$ cat src/hdl/bpps_pkg.sv
// Types and constants of the button press pulse sequencer.
package bpps_pkg;

  localparam int CNT_W  = 16;
  localparam int CIDX_W = 3;

  typedef enum logic [1:0] {
    FUNC_TICK  = 2'd0,
    FUNC_CLICK = 2'd1,
    FUNC_HOLD  = 2'd2,
    FUNC_RESET = 2'd3
  } func_t;

  localparam logic [1:0] STATUS_OK       = 2'd0;
  localparam logic [1:0] STATUS_DISABLED = 2'd1;
  localparam logic [1:0] STATUS_FULL     = 2'd2;

  localparam logic [CIDX_W-1:0] REG_UNIT_ENABLE   = 3'd0;
  localparam logic [CIDX_W-1:0] REG_LAMP_PRESENT  = 3'd1;
  localparam logic [CIDX_W-1:0] REG_SHORT_TICKS   = 3'd2;
  localparam logic [CIDX_W-1:0] REG_LONG_TICKS    = 3'd3;
  localparam logic [CIDX_W-1:0] REG_SETTLE_TICKS  = 3'd4;
  localparam logic [CIDX_W-1:0] REG_PRESS_HIGH    = 3'd5;
  localparam logic [CIDX_W-1:0] REG_LAMP_ON_HIGH  = 3'd6;

  localparam logic [CNT_W-1:0] SHORT_TICKS_RST  = 16'd200;
  localparam logic [CNT_W-1:0] LONG_TICKS_RST   = 16'd5000;
  localparam logic [CNT_W-1:0] SETTLE_TICKS_RST = 16'd150;

  typedef enum logic [2:0] {
    PH_IDLE   = 3'b001,
    PH_PRESS  = 3'b010,
    PH_SETTLE = 3'b100
  } phase_t;

  typedef struct packed {
    logic [1:0] func;
    logic       lamp_level;
  } in_item_t;

  typedef struct packed {
    logic [1:0] request_status;
    logic       power_line;
    logic       reset_line;
    logic       lines_driven;
    logic       lamp_sensed;
    logic       target_powered;
    logic       busy_res;
  } out_item_t;

  typedef struct packed {
    logic             unit_enable;
    logic             lamp_present;
    logic [CNT_W-1:0] short_press_ticks;
    logic [CNT_W-1:0] long_press_ticks;
    logic [CNT_W-1:0] settle_ticks;
    logic             press_level_high;
    logic             lamp_on_level_high;
  } cfg_t;

  typedef struct packed {
    logic flush;
    logic push;
    logic pop;
  } fifo_ctl_t;

  typedef struct packed {
    logic empty;
    logic full;
    logic nonempty_nxt;
  } fifo_stat_t;

endpackage

$ cat src/hdl/bpps_cfg_regs.sv
// Configuration register file of the sequencer.
module bpps_cfg_regs (
  input  logic                       clk,
  input  logic                       rst_n,
  input  logic                       cfg_we,
  input  logic [bpps_pkg::CIDX_W-1:0] cfg_index,
  input  logic [bpps_pkg::CNT_W-1:0]  cfg_wdata,
  output bpps_pkg::cfg_t             cfg
);
  import bpps_pkg::*;

  cfg_t cfg_r;

  always_ff @(posedge clk) begin
    if (!rst_n) begin
      cfg_r.unit_enable        <= 1'b0;
      cfg_r.lamp_present       <= 1'b0;
      cfg_r.short_press_ticks  <= SHORT_TICKS_RST;
      cfg_r.long_press_ticks   <= LONG_TICKS_RST;
      cfg_r.settle_ticks       <= SETTLE_TICKS_RST;
      cfg_r.press_level_high   <= 1'b0;
      cfg_r.lamp_on_level_high <= 1'b0;
    end else if (cfg_we) begin
      case (cfg_index)
        REG_UNIT_ENABLE:  cfg_r.unit_enable        <= cfg_wdata[0];
        REG_LAMP_PRESENT: cfg_r.lamp_present       <= cfg_wdata[0];
        REG_SHORT_TICKS:  cfg_r.short_press_ticks  <= cfg_wdata;
        REG_LONG_TICKS:   cfg_r.long_press_ticks   <= cfg_wdata;
        REG_SETTLE_TICKS: cfg_r.settle_ticks       <= cfg_wdata;
        REG_PRESS_HIGH:   cfg_r.press_level_high   <= cfg_wdata[0];
        REG_LAMP_ON_HIGH: cfg_r.lamp_on_level_high <= cfg_wdata[0];
        default: ;
      endcase
    end
  end

  assign cfg = cfg_r;

endmodule

$ cat src/hdl/bpps_cmd_fifo.sv
// Shifting command queue: the oldest command always sits in entry 0.
module bpps_cmd_fifo #(
  parameter int FIFO_DEPTH = 4
) (
  input  logic                   clk,
  input  logic                   rst_n,
  input  logic                   step,
  input  bpps_pkg::fifo_ctl_t    ctl,
  input  logic [1:0]             wdata,
  output bpps_pkg::fifo_stat_t   stat,
  output logic [1:0]             head
);
  import bpps_pkg::*;

  localparam int CW = $clog2(FIFO_DEPTH + 1);

  logic [1:0]    entry_r   [FIFO_DEPTH];
  logic [1:0]    entry_nxt [FIFO_DEPTH];
  logic [CW-1:0] count_r, count_nxt, cnt0, cnt0_m1;

  assign cnt0    = ctl.flush ? '0 : count_r;
  assign cnt0_m1 = cnt0 - CW'(1);

  always_comb begin
    count_nxt = cnt0;
    if (ctl.push && !ctl.pop) begin
      count_nxt = cnt0 + CW'(1);
    end else if (ctl.pop && !ctl.push) begin
      count_nxt = cnt0_m1;
    end
  end

  // Each entry either shifts down on a pop or takes the new command at the tail.
  always_comb begin
    for (int i = 0; i < FIFO_DEPTH; i++) begin
      entry_nxt[i] = entry_r[i];
      if (ctl.pop) begin
        if (ctl.push && cnt0_m1 == CW'(i)) begin
          entry_nxt[i] = wdata;
        end else if (i < FIFO_DEPTH - 1) begin
          entry_nxt[i] = entry_r[i + 1];
        end
      end else if (ctl.push && cnt0 == CW'(i)) begin
        entry_nxt[i] = wdata;
      end
    end
  end

  always_ff @(posedge clk) begin
    if (!rst_n) begin
      count_r <= '0;
    end else if (step) begin
      count_r <= count_nxt;
    end
  end

  always_ff @(posedge clk) begin
    if (step) begin
      for (int i = 0; i < FIFO_DEPTH; i++) begin
        entry_r[i] <= entry_nxt[i];
      end
    end
  end

  assign stat.empty        = (count_r == '0);
  assign stat.full         = (count_r >= CW'(FIFO_DEPTH));
  assign stat.nonempty_nxt = (count_nxt != '0);
  assign head              = entry_r[0];

endmodule

$ cat src/hdl/bpps_seq.sv
// Press sequencer: phase, countdown and line selection, plus the result beat.
module bpps_seq (
  input  logic                 clk,
  input  logic                 rst_n,
  input  logic                 step,
  input  bpps_pkg::in_item_t   item,
  input  bpps_pkg::cfg_t       cfg,
  input  bpps_pkg::fifo_stat_t fstat,
  input  logic [1:0]           fhead,
  output bpps_pkg::fifo_ctl_t  fctl,
  output bpps_pkg::out_item_t  result
);
  import bpps_pkg::*;

  phase_t           phase_r, phase_nxt, ph0, ph1;
  logic [CNT_W-1:0] cd_r, cd_nxt, cd0, cd1;
  logic             pr_r, pr_nxt, pr0;
  logic             en, is_tick, empty0, push, pop, done;
  logic [1:0]       cmd, status;
  logic             idle_lvl, pwr, rst;

  assign en      = cfg.unit_enable;
  assign is_tick = (item.func == FUNC_TICK);
  assign ph0     = en ? phase_r : PH_IDLE;
  assign cd0     = en ? cd_r : '0;
  assign pr0     = en ? pr_r : 1'b0;
  assign empty0  = !en || fstat.empty;
  assign done    = (cd0 == '0) || (cd0 == CNT_W'(1));

  // Tick: count the running phase down and advance it when it expires.
  always_comb begin
    ph1 = ph0;
    cd1 = cd0;
    if (is_tick && ph0 != PH_IDLE) begin
      if (done) begin
        if (ph0 == PH_PRESS) begin
          ph1 = PH_SETTLE;
          cd1 = cfg.settle_ticks;
        end else begin
          ph1 = PH_IDLE;
          cd1 = '0;
        end
      end else begin
        cd1 = cd0 - CNT_W'(1);
      end
    end
  end

  always_comb begin
    status = STATUS_OK;
    push   = 1'b0;
    if (!is_tick) begin
      if (!en) begin
        status = STATUS_DISABLED;
      end else if (fstat.full) begin
        status = STATUS_FULL;
      end else begin
        push = 1'b1;
      end
    end
  end

  // Pop when idle; a request landing in an empty queue is popped straight away.
  assign pop = (ph1 == PH_IDLE) && (!empty0 || push);
  assign cmd = empty0 ? item.func : fhead;

  always_comb begin
    phase_nxt = ph1;
    cd_nxt    = cd1;
    pr_nxt    = pr0;
    if (pop) begin
      phase_nxt = PH_PRESS;
      case (cmd)
        FUNC_HOLD: begin
          pr_nxt = 1'b0;
          cd_nxt = cfg.long_press_ticks;
        end
        FUNC_RESET: begin
          pr_nxt = 1'b1;
          cd_nxt = cfg.short_press_ticks;
        end
        default: begin
          pr_nxt = 1'b0;
          cd_nxt = cfg.short_press_ticks;
        end
      endcase
    end
  end

  assign fctl.flush = !en;
  assign fctl.push  = push;
  assign fctl.pop   = pop;

  always_ff @(posedge clk) begin
    if (!rst_n) begin
      phase_r <= PH_IDLE;
      cd_r    <= '0;
      pr_r    <= 1'b0;
    end else if (step) begin
      phase_r <= phase_nxt;
      cd_r    <= cd_nxt;
      pr_r    <= pr_nxt;
    end
  end

  always_comb begin
    idle_lvl = !cfg.press_level_high;
    pwr      = 1'b0;
    rst      = 1'b0;
    if (en) begin
      pwr = idle_lvl;
      rst = idle_lvl;
      if (phase_nxt == PH_PRESS) begin
        if (pr_nxt) begin
          rst = cfg.press_level_high;
        end else begin
          pwr = cfg.press_level_high;
        end
      end
    end
  end

  assign result.request_status = status;
  assign result.power_line     = pwr;
  assign result.reset_line     = rst;
  assign result.lines_driven   = en;
  assign result.lamp_sensed    = en && cfg.lamp_present;
  assign result.target_powered = en && cfg.lamp_present &&
                                 (cfg.lamp_on_level_high ? item.lamp_level : !item.lamp_level);
  assign result.busy_res       = (phase_nxt != PH_IDLE) || fstat.nonempty_nxt;

endmodule

$ cat src/hdl/button_press_pulse_sequencer_core.sv
// An accepted beat is held in the input register and then in the result register.
// Throughput: one beat per cycle; the input register loads whenever it is empty or the
// result register advances, and the result register advances whenever it is empty or its
// beat is being taken.
// Reset (synchronous, rst_n low): valids clear, queue empties, sequencer goes idle,
// configuration returns to its reset values; there is no clearing pass.
module button_press_pulse_sequencer_core #(
  parameter int FIFO_DEPTH = 4
) (
  input  logic                        clk,
  input  logic                        rst_n,
  input  logic                        in_valid,
  output logic                        in_stall,
  input  bpps_pkg::in_item_t          in_data,
  output logic                        out_valid,
  input  logic                        out_stall,
  output bpps_pkg::out_item_t         out_data,
  input  logic                        cfg_we,
  input  logic [bpps_pkg::CIDX_W-1:0] cfg_index,
  input  logic [bpps_pkg::CNT_W-1:0]  cfg_wdata
);
  import bpps_pkg::*;

  cfg_t       cfg;
  fifo_ctl_t  fctl;
  fifo_stat_t fstat;
  logic [1:0] fhead;
  in_item_t   s1_item_r;
  logic       s1_valid_r;
  out_item_t  result, out_item_r;
  logic       out_valid_r;
  logic       out_adv, step;

  assign out_adv  = !out_valid_r || !out_stall;
  assign step     = s1_valid_r && out_adv;
  assign in_stall = s1_valid_r && !out_adv;

  always_ff @(posedge clk) begin
    if (!rst_n) begin
      s1_valid_r  <= 1'b0;
      out_valid_r <= 1'b0;
    end else begin
      if (!in_stall) begin
        s1_valid_r <= in_valid;
      end
      if (out_adv) begin
        out_valid_r <= s1_valid_r;
      end
    end
  end

  always_ff @(posedge clk) begin
    if (in_valid && !in_stall) begin
      s1_item_r <= in_data;
    end
    if (step) begin
      out_item_r <= result;
    end
  end

  bpps_cfg_regs u_cfg (
    .clk       (clk),
    .rst_n     (rst_n),
    .cfg_we    (cfg_we),
    .cfg_index (cfg_index),
    .cfg_wdata (cfg_wdata),
    .cfg       (cfg)
  );

  bpps_cmd_fifo #(
    .FIFO_DEPTH (FIFO_DEPTH)
  ) u_fifo (
    .clk   (clk),
    .rst_n (rst_n),
    .step  (step),
    .ctl   (fctl),
    .wdata (s1_item_r.func),
    .stat  (fstat),
    .head  (fhead)
  );

  bpps_seq u_seq (
    .clk    (clk),
    .rst_n  (rst_n),
    .step   (step),
    .item   (s1_item_r),
    .cfg    (cfg),
    .fstat  (fstat),
    .fhead  (fhead),
    .fctl   (fctl),
    .result (result)
  );

  assign out_valid = out_valid_r;
  assign out_data  = out_item_r;

endmodule

$ cat config.mk
export PLATFORM = sky130hd
export DESIGN_NAME = button_press_pulse_sequencer_core
export DESIGN_NICKNAME = d
export VERILOG_FILES = /design/src/hdl/bpps_pkg.sv /design/src/hdl/bpps_cfg_regs.sv /design/src/hdl/bpps_cmd_fifo.sv /design/src/hdl/bpps_seq.sv /design/src/hdl/button_press_pulse_sequencer_core.sv
export SDC_FILE = /design/constraint.sdc
export NUM_CORES = 1
export LEC_CHECK = 0
export ABC_AREA = 1
export CORE_AREA = 4 4 91 127
export CTS_CLUSTER_SIZE = 28
export DETAILED_ROUTE_END_ITERATION = 7
export DIE_AREA = 0 0 95 131
export DONT_BUFFER_PORTS = 1
export SLEW_MARGIN = 20
export SYNTH_ARGS = -nofsm -noshare
export SYNTH_HDL_FRONTEND = slang
export SYNTH_SLANG_ARGS = --single-unit
$ cat constraint.sdc
create_clock -name clk -period 3.6 [get_ports clk]
set_input_delay 0.18 -clock clk [delete_from_list [all_inputs] [get_ports clk]]
set_output_delay 0.18 -clock clk [all_outputs]
set_load 0.01 [all_outputs]
-- Word-level counts from Yosys, hierarchy flattened
Memories as Yosys holds them, arrays and structs flattened.
Cells that the tools add are included.
W data, S select, Z words.
- register bits: 88
- bits in writable memories: 8
- output and inout port bits: 10
- logic and storage cells: 138
- memories kept: 1
- memories (memory ; depth ; bits a word ; read ports ; clocked after Yosys merged registers in ; wr ports ; line ; RTL):
    u_fifo.entry_r ; 4 ; 2 ; 4 ; 0 ; 4 ; bpps_cmd_fifo.sv:17 ; logic [1:0] entry_r [FIFO_DEPTH];
- add/subtract/negate cells: 3
- magnitude comparators: 1
- eq/ne operators: 20
- muxes and demuxes: 42
- bitwise logic cells: 1
- reductions and logical operators: 47
- operator list (cell ; number):
    $mux W16 ; 6
    $mux W2 ; 14
    $eq A3 B2 Y1 const B ; 8
    $mux W3 ; 8
    $logic_and A1 B1 Y1 ; 17
    $eq A16 B1 Y1 const B ; 1
    $logic_not A16 Y1 ; 1
    $sub A16 B1 Y16 const B ; 1
    $mux W1 ; 14
    $reduce_and A2 Y1 ; 7
    $eq A3 B1 Y1 const B ; 4
    $logic_not A3 Y1 ; 4
    $logic_not A1 Y1 ; 10
    $eq A3 B3 Y1 const B ; 3
    $ne A3 B1 Y1 const B ; 2
    $logic_or A1 B1 Y1 ; 5
    $eq A2 B2 Y1 const B ; 2
    $add A3 B1 Y3 const B ; 1
    $ge A3 B3 Y1 const B ; 1
    $reduce_bool A3 Y1 ; 1
    $sub A3 B1 Y3 const B ; 1
    $logic_not A2 Y1 ; 1
    $reduce_or A2 Y1 ; 1
    $not A1 Y1 ; 1

-- Longest topological paths before layout
- depth after elaboration: 12
- mapped depth: 17
- depth with buffers taken out: 16

-- Cells and area by module
Synthesis repeated with hierarchy kept, for this count alone.
- cell total of the unflattened synthesis: 837
- area total of the unflattened synthesis: 5530.3 µm²
- by module, submodules not included (module ; instances ; cells each ; area each (µm²) ; sequential area each (µm²)):
    bpps_seq ; 1 ; 412 ; 2328.5 ; 400.4
    bpps_cfg_regs ; 1 ; 299 ; 2077.0 ; 1041.0
    bpps_cmd_fifo ; 1 ; 102 ; 699.4 ; 300.3
    button_press_pulse_sequencer_core ; 1 ; 24 ; 425.4 ; 370.4

-- Least setup slack after synthesis
Ideal clock, no wire load.
- path type: register -> register
- start point: reg, netlist name u_cfg.cfg[51]
- end point: mem u_fifo.entry_r[3][0], enable pin
- setup time: 0.329 ns
- data arrival time: 2.064 ns
- setup slack: 1.207 ns
- stages on the path, launching flop included: 14
- buffers on the path: 2
- clock period less this slack: 2.393 ns
- cell sequence: dfxtp_1 > buf_4 > nand2_1 > inv_1 > ha_1 > o211ai_1 > nor2_1 > nand3_2 > nand2_1 > nand2_2 > nor2_2 > buf_2 > a21oi_1 > nor3_1
- RTL lines (what ; line):
    end: declaration ; bpps_cmd_fifo.sv:17

==> out/qor_table.md <==
| Parameter | Value |
|:---|:---|
| Worst hold path type | in2reg |
| Post-cts resize count | 0 |
| Number of max-capacitance violations reported | 0 |
| Distinct cell type count after synthesis | 34 |
| Final standard cell area without fillers | 5690 µm² |
| Clk Tree Root Cell | clkbuf_16 |
| GP Congestion | 0.963 |
| Sequential share of the synthesized area | 41.7% |
| Overall die area | 12400 µm² |
| Shortest clock period the worst path allows after layout | 2.97 ns |
| Placed instance area | 5150 µm² |
| Overall overflow remaining after global route | 0 |
| Register Area | 2110 µm² |
| Post-layout instance count excluding filler cells | 885 |
| Inserted Diodes | 0 |
| Final Util | 55.0% |
| Worst R2R Path Depth | 12 |
| Sum of met3 wire segment lengths after detailed routing | 452 µm |
| Part of the total power dissipated in combinational logic | 7.5% |
| Average detailed-routed wire length per instance | 15.3 µm |
| Maximum buffer depth of the clock tree | 2 |
| Kind of critical path | reg2reg |
| Clock tree from TritonCTS | yes |
| Required time of the critical path | 3.61 ns |
| RSZ-0062 raised after global routing | false |
| Share of cells above drive strength 1 | 6.56% |
| Series of cell instances along the critical path | buf_4 > nand2_1 > ha_1 > o211ai_1 > nor2_1 > nand3_2 > nand2_1 > nand2_2 > inv_2 > nand2_4 > a31oi_1 > nor3_1 |
| Most frequent standard cell in the layout excluding fill and tap cells | nand2_1 |
| Total routing usage reported by global routing | 23.3% |
| Vias in the first global route | 4656 |
| Run status | completed |
| Crit path largest cell delay | 0.59 ns |
| Net switching share of the total power | 23.9% |
| Sum of negative setup slack | 0 ns |
| Slew of the pin with the lowest slew margin | 0.918 ns |
| Routed length on met2 | 6930 µm |
| Area delta synth->final | 12.3% |
| Skew final | 0.00719 ns |
| Endpoint of the lowest-slack register-to-register path | u_fifo.entry_r[3][0]$_DFFE_PP_ |
| Wl on met1 | 5890 µm |
| Worst Hold Launch | cfg_index[0] |
| Final worst-path cycle share | 82.5% |
| Number of clock sinks seen by CTS | 96 |
| Clock network power share | 42.4% |
| Fin worst setup slack | 0.630 ns |
| Largest net degree at the start of global routing | 51 |
| Worst-case hold path end point | u_cfg.cfg[0]$_SDFFE_PN0P_ |
| Top library cells by usage in the layout, fill and taps aside | nand2_1 (166), nor2_1 (100), nand3_1 (98), dfxtp_1 (77), o21ai_0 (67) |
| HPWL reported at the end of detailed placement | 9270 µm |
| Worst voltage drop across the vdd grid | 0.290 mV |
| Core area | 10300 µm² |
| Setup slack after placement | 0.674 ns |
| Number of detailed-route iterations in the first pass | 5 |
| Syn_area_per_cell | 6.92 µm² |
| Post-Syn Area | 5060 µm² |
| Count of nets left with antenna violations after detail routing | 0 |
| Total power after layout | 2.30 mW |
| Worst path arrival time | 2.98 ns |
| Clock insertion delay at the later pin of the skew report | 0.35 ns |
| Static leakage | 2.63 nW |
| Routed vias/inst | 5.33 |
| Post-route worst hold slack | 0.0261 ns |
| Pwr per Cell Area | 404 nW/µm² |
| Port Buf Inserts | 0 |
| Part of the power in registers | 50.1% |
| Initial antenna violation count | 0 |
| Headroom to the max-slew limit | 38.4% |
| Hold Path Stages | 3 |
| Final setup violation count | 0 |
| Overall die height | 131 µm |
| Cell repeated most along the worst path | nand2_1 |
| Routed wire length | 13600 µm |
| Top cell family by delay on the critical path | simple AND/OR/NAND/NOR gates |
| Number of register bits inferred by synthesis | 96 |
| Placed cell count | 847 |
| Clock Pin Slew Worst Setup and Hold Paths | 0.07 ns |
| Number of nets in the synthesized netlist | 768 |
| Max-slew violation count | 0 |
| Hold violation count in the final report | 0 |
| Crit path buffers/inverters | 2 |
| Highest clock frequency the design can meet | 337 MHz |
| Wire length of the first global-routing pass | 22600 µm |
| Top Layer Used | met4 |
| Highest fanout seen on the critical path | 27 |
| Type of element capturing the critical path | flop |
| Number of clock buffers inserted by TritonCTS | 9 |
| I/O Pins | 37 |
| Effective utilization at floorplan | 48.9% |
| Multi-input gate area in the final layout | 2540 µm² |
| H-tree levels | 3 |
| Launching element type of the critical path | flop |
| Worst reg2reg setup slack | 0.63 ns |
| Routed vias | 4719 |
| # rows | 44 |
| Final-layout fill cell count | 1068 |
| Syn Inst Count | 732 |
| Switching power total | 0.548 mW |
| Slowest library cell on the worst path | dfxtp_1 |
| Layout net count | 778 |
| Startpoint of the lowest-slack register-to-register path | u_cfg.cfg[51]$_SDFFE_PN0P_ |
| Drc violations | 0 |
| Number of violations reported at the end of detailed-routing iteration 0 | 286 |
| Count of warnings emitted by yosys | 0 |
| Chip Width | 95 µm |
| Cell internal power dissipation | 1.75 mW |
layout make-up:
class	count	area share (%)
Timing Repair Buffer	31	5.24
Tap cell	138	3.04
Inverter	69	4.55
Sequential cell	96	37.1
Clock inverter	5	1.12
Clock buffer	11	4.27
Multi-Input combinational cell	535	44.7
worst max-delay path by stage:
| stage | startpoint | end | slack, ns | depth (start not counted) |
|---|---|---|---|---|
| floorplan | u_cfg.cfg[51]$_SDFFE_PN0P_ | u_fifo.entry_r[3][0]$_DFFE_PP_ | 1.21 | 13 |
| global placement | u_cfg.cfg[51]$_SDFFE_PN0P_ | u_fifo.entry_r[3][0]$_DFFE_PP_ | 0.73 | 12 |
| detailed placement | u_cfg.cfg[51]$_SDFFE_PN0P_ | u_fifo.entry_r[3][0]$_DFFE_PP_ | 0.67 | 12 |
| CTS | u_cfg.cfg[51]$_SDFFE_PN0P_ | u_fifo.entry_r[3][0]$_DFFE_PP_ | 0.64 | 12 |
| global route | u_cfg.cfg[51]$_SDFFE_PN0P_ | u_seq.cd_r[8]$_SDFFE_PN0P_ | 0.30 | 10 |
| finish | u_cfg.cfg[51]$_SDFFE_PN0P_ | u_fifo.entry_r[3][0]$_DFFE_PP_ | 0.63 | 12 |
routing by layer:
metal,vias up,global-route usage (%)
li1,2422,-
met1,2182,28.0
met2,95,41.6
met3,20,3.61
met4,0,9.09
met5,-,0
flip-flops by register name, summed over array words and instances (netlist names):
signal / count
u_fifo.count_r: 3
u_seq.phase_r: 3
s1_valid_r: 1
u_seq.pr_r: 1
out_data: 8
out_valid: 1
u_seq.cd_r: 16
u_cfg.cfg: 52
s1_item_r: 3
u_fifo.entry_r: 8
cell families (layout without fill, tap and decap cells):
family                     after synthesis  count (layout)  synth area share (%)
and+or+nand+nor                        392             392                  33.6
AOI/OAI and AO/OA                      131             131                  13.7
buffers and inverters                  101             116                  8.30
DFF                                     96              96                  41.7
adders and majority gates                9               9                  2.22
xor gates and xnor gates                 3               3                 0.519
worst min-delay path, cell delays in order:
cell and delay, ns:
nor2_1 0.03, nand3_1 0.06, a21oi_1 0.05
synthesized netlist by cell type:
master,number,area (µm²)
a31oi_1,3,18.8
nand4_1,2,12.5
nand3b_1,2,15.0
ha_1,9,113
buf_6,3,33.8
nand2_2,8,50.1
edfxtp_1,19,571
dfxtp_1,77,1540
nor2_8,1,20.0
o21ai_0,67,335
o211ai_1,4,30.0
a31oi_4,1,21.3
nand2_4,1,11.3
buf_4,3,22.5
clkbuf_1,20,75.1
clkinv_1,2,7.51
nor3_2,1,10.0
a21oi_1,51,255
nand3_2,1,10.0
o21ai_1,3,15.0
o21bai_1,1,7.51
nor2_1,101,379
nand4_2,1,12.5
nand2_1,166,623
nor2_4,2,22.5
buf_2,6,30.0
nand3_1,98,490
a41oi_1,1,8.76
xnor2_1,2,17.5
xor2_1,1,8.76
nor3_1,4,20.0
inv_1,65,244
inv_2,2,7.51
nor2_2,4,25.0
timing repair:
item / 4_1_cts / 5_1_grt
endpoints found under the setup margin: 0 / 0
endpoints found under the hold margin: 58 / 0
hold buffers: 22 / 0
setup buffers: 0 / 0
power by group through the flow:
| stage | clock network [mW] | registers [mW] | logic, mW |
|---|---|---|---|
| 5_1_grt | 1.04 | 1.15 | 0.193 |
| 4_1_cts | 0.995 | 1.15 | 0.171 |
| 2_1_floorplan | 0 | 1.17 | 0.111 |
| 6_report | 0.975 | 1.15 | 0.172 |
| 3_3_place_gp | 0 | 1.17 | 0.135 |
| 3_5_place_dp | 0 | 1.17 | 0.138 |
No activity file was read; power rests on OpenSTA's default activity.
